$ cat config.mk
export PLATFORM = sky130hd
export DESIGN_NAME = schv_divstep
export DESIGN_NICKNAME = d
export VERILOG_FILES = /design/src/sv/schv_divstep.sv
export SDC_FILE = /design/constraint.sdc
export NUM_CORES = 1
export LEC_CHECK = 0
export BUFFER_PORTS_ARGS = -buffer_cell sky130_fd_sc_hd__buf_2
export CAP_MARGIN = 20
export CORE_AREA = 2 2 47 49
export DETAILED_ROUTE_END_ITERATION = 8
export DIE_AREA = 0 0 49 51
export PLACE_DENSITY_LB_ADDON = 0.3
export SKIP_LAST_GASP = 1
export SYNTH_ARGS = -nofsm -noshare
export SYNTH_HDL_FRONTEND = slang
export SYNTH_SLANG_ARGS = --single-unit
$ cat constraint.sdc
create_clock -name vclk -period 2
set_clock_uncertainty 0.1 [all_clocks]
set_input_delay 0.1 -clock vclk [all_inputs]
set_output_delay 0.1 -clock vclk [all_outputs]
set_load 0.02 [all_outputs]
$ cat src/sv/schv_divstep.sv
// Shared restoring-division step: shift in one dividend bit, compare, subtract.
`timescale 1ns / 1ps

module schv_divstep #(
  parameter int RW = 10
) (
  input  logic [RW-1:0] rem_in,
  input  logic          bit_in,
  input  logic [RW-1:0] divisor,
  output logic [RW-1:0] rem_out,
  output logic          q_out
);

  logic [RW-1:0] shifted;
  logic [RW:0]   diff;

  // rem_in is always below divisor, so its top bit is zero
  assign shifted = {rem_in[RW-2:0], bit_in};
  assign diff    = {1'b0, shifted} - {1'b0, divisor};
  assign q_out   = ~diff[RW];
  assign rem_out = q_out ? diff[RW-1:0] : shifted;

endmodule

==> metrics.yaml, run 1 <==
status:
  status: "finished, violations left"
  violations: "negative setup slack"
synth:
  syn_nets: 112
  syn_area_um2: 574.3
  synth_cells: 80
  synth_seq_area_share: 0
  yosysTopAreaCell: "ha_1"
  synth_area_per_cell_um2: 7.179
  netlist_top_cells_area: "ha_1 22%, a21oi_1 12%, inv_1 8.5%"
  ys_warn_count: 0
  yosysTopAreaCellShare: 0.2179
  yosysUniqueCellTypes: 24
drt:
  viasPerCell: 4.422
  wl_per_cell_um: 9.916
  drtPass1Iterations: 4
  wirelength_um: 1527
  drc_errors: 0
  antenna_left: 0
  dr.first_iter.drc_count: 6
  num_vias: 681
critical_path:
  end_kind: "primary output"
  crit_fanout: 7
  start_kind: "input pin"
  cp.arrival_ps: 1920
  required_ps: 1800
  critical_path_class: "in2out"
final_layout:
  n_clock_buffer: 0
  seq_area_um2: 0
  fin_area_um2: 1054
  synthToLayoutAreaGrowth_pct: 83.44
  seq_cells: 0
  nets: 160
  nFillCells: 219
  drive_gt1_frac: 0.5635
  antennaDiodeCount: 0
placement:
  port_buffers: 31
  dpl.hpwl_um: 1253
  place_area_um2: 897.1
  place_congestion: 0.7961
timing:
  post-route-period-util: 1.061
  finalHoldViolations: 0
  max_freq_mhz: 471.1
  relSlewSlack: 0.7454
  rsz0062_at_grt: "true"
  fin_setup_tns_ps: -1121
  period_minus_slack_ps: 2123
  slew_violations: 0
  final-setup-viol-count: 11
  tightest_slew_ps: 380.1
  postLayoutSetupSlackWorst_ps: -122.5
floorplanning:
  row_count: 17
  core_area_um2: 2063
  die_area_um2: 2499
  start_util: 0.2784
  die_y_um: 51
  ios: 32
  die_w_um: 49
global_routing:
  grt_start_max_net_pins: 9
  antenna_found_initial: 0
  grt_pass1_vias: 621
  grt_use_total: 0.1218
  grt_pass1_wl_um: 2573
  overflow: 0
power_and_ir_drop:
  ir_drop_mv: 0.2109
  powerDensity_nw_per_um2: 417.5
  p_leak_nw: 0.5221
hold_path:
  min_path_type: "in2out"
job:
  maxCapViolCount: 0
clock_tree:
  cts_hold_buf: 0
-- cell type report --
cell class	instances	area [um^2]	share of cell area
inverter	13	51.30	0.04869
multi-input combinational	66	615.6	0.5843
tap	28	35.03	0.03325
timing repair buffer	47	351.6	0.3337
-- kinds of logic after synthesis --
kind of cell,share of synthesized area
AOI/OAI and AO/OA,0.3311
xor gates and xnor gates,0.1068
adders and majority gates,0.2527
muxes,0.05229
and+or+nand+nor,0.1525
buffers and inverters,0.1046
-- worst max-delay path: stages --
cell	delay [ps]
buf_8	100
inv_4	50
ha_4	120
inv_2	30
fa_2	330
a21o_1	200
a221oi_4	310
o211ai_4	200
mux2_4	340
buf_6	130
-- metrics by stage --
step                setup WS (ps)  hold slack [ps]  instances  utilization  power, mW
finish                     -122.5            437.4        154       0.5106     0.4398
global route               -196.7            460.5        154       0.5106     0.4746
CTS                        -196.5            445.0        153       0.4918     0.4185
detailed placement         -259.5            478.7        151       0.4348     0.3608
global placement           -217.8            468.1        151       0.4348     0.3586
floorplan                  -35.91            260.2         80            -     0.2417
-- cell usage in the layout (no fill, tap or decap), drive strengths merged --
master / instances
buf: 47
a21oi: 15
inv: 13
ha: 10
nor2: 9
nand2: 5
xnor2: 4
o21ai: 3
xor2: 3
a21o: 2
mux2: 2
o21a: 2
and3: 1
a221oi: 1
nand4: 1
nand3: 1
a21bo: 1
o211ai: 1
nand3b: 1
and4: 1
o31ai: 1
o22ai: 1
fa: 1
-- power breakdown --
| part | switching, mW | internal, mW |
|---|---|---|
| Combinational | 0.219 | 0.221 |
| Clock | 0 | 0 |
| Sequential | 0 | 0 |
| Total | 0.219 | 0.221 |
-- path summary, 6_finish.rpt --
kind	start	endpoint	slack, ps	cells after the start
max	bit_in	rem_out[4]	-120	10
min	rem_in[3]	rem_out[4]	440	3
-- repair_timing --
| action | CTS | global route |
|---|---|---|
| cloned | 0 | 0 |
| pin swaps | 6 | 4 |
| setup buffers | 2 | 1 |
| endpoints found under the hold margin | 0 | 0 |
| endpoints found under the setup margin | 11 | 11 |
| resized for setup | 31 | 8 |
-- cell usage after synthesis, drive strengths merged --
cell type and n:
and4 1, nor2 9, buf 1, o21ai 3
fa 1, o21a 2, and3 1, nand4 1
xnor2 4, a221oi 1, o31ai 1, a21o 2
ha 10, xor2 3, nand2 5, inv 13
nand3 1, mux2 2, o22ai 1, o211ai 1
nand3b 1, a21oi 15, a21bo 1
-- layer usage --
metal,global-route usage,vias to the layer above,part of all wire
li1,-,372,-
met1,0.1494,292,0.44
met2,0.2466,17,0.51
met3,0.005848,0,0.044
met4,0,0,0
met5,0,-,0
(Power assumes the default switching activity.)
==> run 2, diff against run 1 <==
CELL_PAD_IN_SITES_DETAIL_PLACEMENT = 1   (was unset)
CELL_PAD_IN_SITES_GLOBAL_PLACEMENT = 1   (was unset)
CORE_AREA = 2 2 48 50   (was 2 2 47 49)
DIE_AREA = 0 0 50 52   (was 0 0 49 51)
==> metrics.yaml, run 2 (same netlist as run 1, synthesis figures left out) <==
power_and_ir_drop:
  power_frac_clock: 0
  ir_drop_mv: 0.1918
  power.switching_uw: 232.2
  netSwitchingFraction: 0.5083
  internal-power_uw: 224.6
  seqPwrFrac: 0
  powerDensity_nw_per_um2: 431.1
  p_leak_nw: 0.5197
  comb_power_share: 1.000
critical_path:
  cp.arrival_ps: 1940
  critical_path.max_stage_delay_ps: 330
  cpMostUsedCell: "buf_6"
  end_kind: "primary output"
  path_cells: "buf_8, inv_4, ha_4, inv_2, fa_2, a21o_1, a221oi_4, o211ai_4, buf_6, nor2_4, a21oi_4, buf_6"
  crit_fanout: 8
  critical_path_class: "in2out"
  required_ps: 1800
  slowest_stage: "fa_2"
  start_kind: "input pin"
final_layout:
  drive_gt1_frac: 0.5760
  synthToLayoutAreaGrowth_pct: 84.53
  seq_area_um2: 0
  utilization: 0.5033
  seq_cells: 0
  final_cell_mix: "20 x buf_2, 14 x buf_4, 11 x inv_1, 11 x buf_6, 9 x ha_1"
  n_clock_buffer: 0
  nets: 159
  nFillCells: 254
  layout_commonest_cell: "buf_2"
  fin_area_um2: 1060
  antennaDiodeCount: 0
drt:
  dr.first_iter.drc_count: 1
  wl_per_cell_um: 12.36
  drc_errors: 0
  num_vias: 731
  drtPass1Iterations: 2
  viasPerCell: 4.778
  wirelength_um: 1891
  antenna_left: 0
floorplanning:
  die_w_um: 50
  ios: 32
  die_y_um: 52
  die_area_um2: 2600
  row_count: 17
  start_util: 0.2727
  core_area_um2: 2106
global_routing:
  grt_start_max_net_pins: 9
  grt_pass1_wl_um: 3174
  grt_use_total: 0.1491
  antenna_found_initial: 0
  overflow: 0
  grt_pass1_vias: 786
timing:
  rsz0062_at_grt: "true"
  slew_violations: 0
  max_freq_mhz: 466.7
  finalHoldViolations: 0
  post-route-period-util: 1.071
  tightest_slew_ps: 438.3
  period_minus_slack_ps: 2143
  relSlewSlack: 0.7064
  postLayoutSetupSlackWorst_ps: -142.9
  final-setup-viol-count: 10
clock_tree:
  cts_setup_buffers: 0
  cts_hold_buf: 0
hold_path:
  min_path_type: "in2out"
placement:
  place_congestion: 0.7534
  place_area_um2: 899.6
  dpl.hpwl_um: 1492
  port_buffers: 31
job:
  maxCapViolCount: 0
status:
  status: "finished, violations left"
  violations: "negative setup slack"
-- run 2: cell types whose count changed in the layout (fill, tap and decap cells not counted) --
cell     before  now
a21oi_4       0    1
a21oi_2       7    6
buf_6         7   11
buf_4        19   14
o21ai_0       3    2
buf_2        19   20
buf_12        1    0
nor2_1        3    2
o21ai_2       0    1
nor2_2        0    1
-- run 2: critical path: cells and delay by family --
kind	cells	cell delay (ps)
compound gates	4	760
fa+ha+maj	2	450
buf+inv	5	520
simple gates	1	110
-- run 2: per-stage QoR --
step | worst slack [ps] | power, mW | std cells | hold WS [ps] | setup TNS [ps]
3_3_place_gp | -227.2 | 0.3601 | 153 | 460.4 | -2085
6_report | -142.9 | 0.4569 | 153 | 436.0 | -1154
2_1_floorplan | -35.91 | 0.2417 | 80 | 260.2 | -253.0
3_5_place_dp | -293.6 | 0.3688 | 153 | 464.4 | -2760
5_1_grt | -244.0 | 0.4959 | 153 | 461.2 | -2261
4_1_cts | -223.2 | 0.4365 | 153 | 431.6 | -2190
-- run 2: path summary, 6_finish.rpt --
check / from / to / slack [ps] / cells past startpoint
min: rem_in[3] / rem_out[4] / 440 / 3
max: bit_in / rem_out[2] / -140 / 12
-- run 2: power groups by stage --
stage	registers, mW	logic [mW]	clock network (mW)
floorplan	0	0.242	0
global placement	0	0.360	0
detailed placement	0	0.369	0
CTS	0	0.436	0
global route	0	0.496	0
finish	0	0.457	0
-- run 2: final cells by class --
cell class         instances  area (um^2)  area share
repair buffers            46        344.1      0.3247
well taps                 28        35.03     0.03306
inverters                 13        51.30     0.04841
multi-input cells         66        629.4      0.5939
-- run 2: per-layer routing --
layer / global-route usage / share of wire / up-vias
li1: - / - / 369
met1: 0.1756 / 0.41 / 347
met2: 0.3114 / 0.57 / 15
met3: 0.002874 / 0.017 / 0
met4: 0 / 0 / 0
met5: 0 / 0 / -
-- run 2: repair_timing --
item | in CTS | in global routing
pin swaps | 6 | 6
gates resized for setup | 39 | 7
setup endpoints to repair | 11 | 11
==> run 3, diff against run 2 <==
SKIP_LAST_GASP = unset   (was 1)
==> metrics.yaml, run 3 (same netlist as run 1, synthesis figures left out) <==
status:
  status: "finished, violations left"
  violations: "negative setup slack"
floorplanning:
  start_util: 0.2727
  ios: 32
  die_area_um2: 2600
  core_area_um2: 2106
  die_w_um: 50
  die_y_um: 52
  row_count: 17
critical_path:
  slowest_stage: "fa_2"
  crit_fanout: 8
  required_ps: 1800
  path_cells: "buf_8, inv_4, ha_4, inv_2, fa_2, a21o_1, a221oi_4, o211ai_4, buf_6, nor2_4, a21oi_4, buf_6"
  critical_path_class: "in2out"
  cpMostUsedCell: "buf_6"
  critical_path.max_stage_delay_ps: 330
  end_kind: "primary output"
  start_kind: "input pin"
  cp.arrival_ps: 1940
power_and_ir_drop:
  p_leak_nw: 0.5206
  ir_drop_mv: 0.1918
  powerDensity_nw_per_um2: 431.8
placement:
  pre_cts_slack_ps: -293.6
  dp_cells: 153
  dpl.hpwl_um: 1492
  port_buffers: 31
  place_congestion: 0.7534
timing:
  tightest_slew_ps: 438.3
  rsz0062_at_grt: "true"
  period_minus_slack_ps: 2143
  fin_setup_tns_ps: -1150
  finalHoldViolations: 0
  post-route-period-util: 1.072
  final-setup-viol-count: 10
  max_freq_mhz: 466.6
  relSlewSlack: 0.7064
  slew_violations: 0
  postLayoutSetupSlackWorst_ps: -143.0
clock_tree:
  cts_setup_buffers: 0
  cts_hold_buf: 0
final_layout:
  nets: 159
  layout_commonest_cell: "buf_2"
  stdcell_count: 153
  drive_gt1_frac: 0.5760
  synthToLayoutAreaGrowth_pct: 84.97
  seq_cells: 0
  n_clock_buffer: 0
  seq_area_um2: 0
  antennaDiodeCount: 0
  utilization: 0.5045
  final_cell_mix: "19 x buf_2, 15 x buf_4, 11 x inv_1, 11 x buf_6, 9 x ha_1"
drt:
  wirelength_um: 1891
  drtPass1Iterations: 2
  drc_errors: 0
  antenna_left: 0
  dr.first_iter.drc_count: 1
  num_vias: 731
  viasPerCell: 4.778
  wl_per_cell_um: 12.36
job:
  maxCapViolCount: 0
global_routing:
  grt_pass1_vias: 785
  grt_start_max_net_pins: 9
  grt_use_total: 0.1491
  overflow: 0
  grt_pass1_wl_um: 3174
  antenna_found_initial: 0
hold_path:
  min_path_type: "in2out"
==> run 3: cell count changes in the layout (fill, tap and decap cells not counted) <==
| cell | change |
|---|---|
| buf_2 | -1 |
| buf_4 | +1 |
==> run 3: cell type report <==
class              instances  area, um^2
multi-input cells         66       629.4
repair buffers            46       346.6
inverters                 13       51.30
fillers                  254        1044
well taps                 28       35.03
==> run 3: per-layer routing <==
metal,GRT usage,wire (um),vias up
met5,0,0,-
met4,0,0,0
met3,0.002874,36,0
met2,0.3114,1083,15
met1,0.1756,771,347
li1,-,-,369
==> run 3: stage by stage <==
stage / total power, mW / hold WS (ps) / instance area, um^2
after floorplan: 0.2417 / 260.2 / 608.1
final: 0.4586 / 436.0 / 1062
after global placement: 0.3601 / 460.4 / 899.6
after global routing: 0.4978 / 461.2 / 1062
after detailed placement: 0.3688 / 464.4 / 899.6
after CTS: 0.4365 / 431.6 / 1027
==> run 3: final timing paths <==
check	to	from	cells after the start	slack (ps)
hold / removal	rem_out[4]	rem_in[3]	3	440
setup / recovery	rem_out[2]	bit_in	12	-140
==> run 3: critical path: cells and delay by family <==
family / cells / cell delay [ps]
buffers and inverters: 5 / 520
adder cells (fa/ha/maj): 2 / 450
AO/OA/AOI/OAI: 4 / 760
AND/OR/NAND/NOR: 1 / 110
==> run 3: report_power, final <==
part	internal, mW	switching (mW)	total [mW]
Combinational	0.226	0.232	0.459
Sequential	0	0	0
Clock	0	0	0
Total	0.226	0.232	0.459
==> run 3: repair_timing <==
action	CTS	global route
pin swaps	6	6
endpoints found under the setup margin	11	11
gates resized for setup	39	8
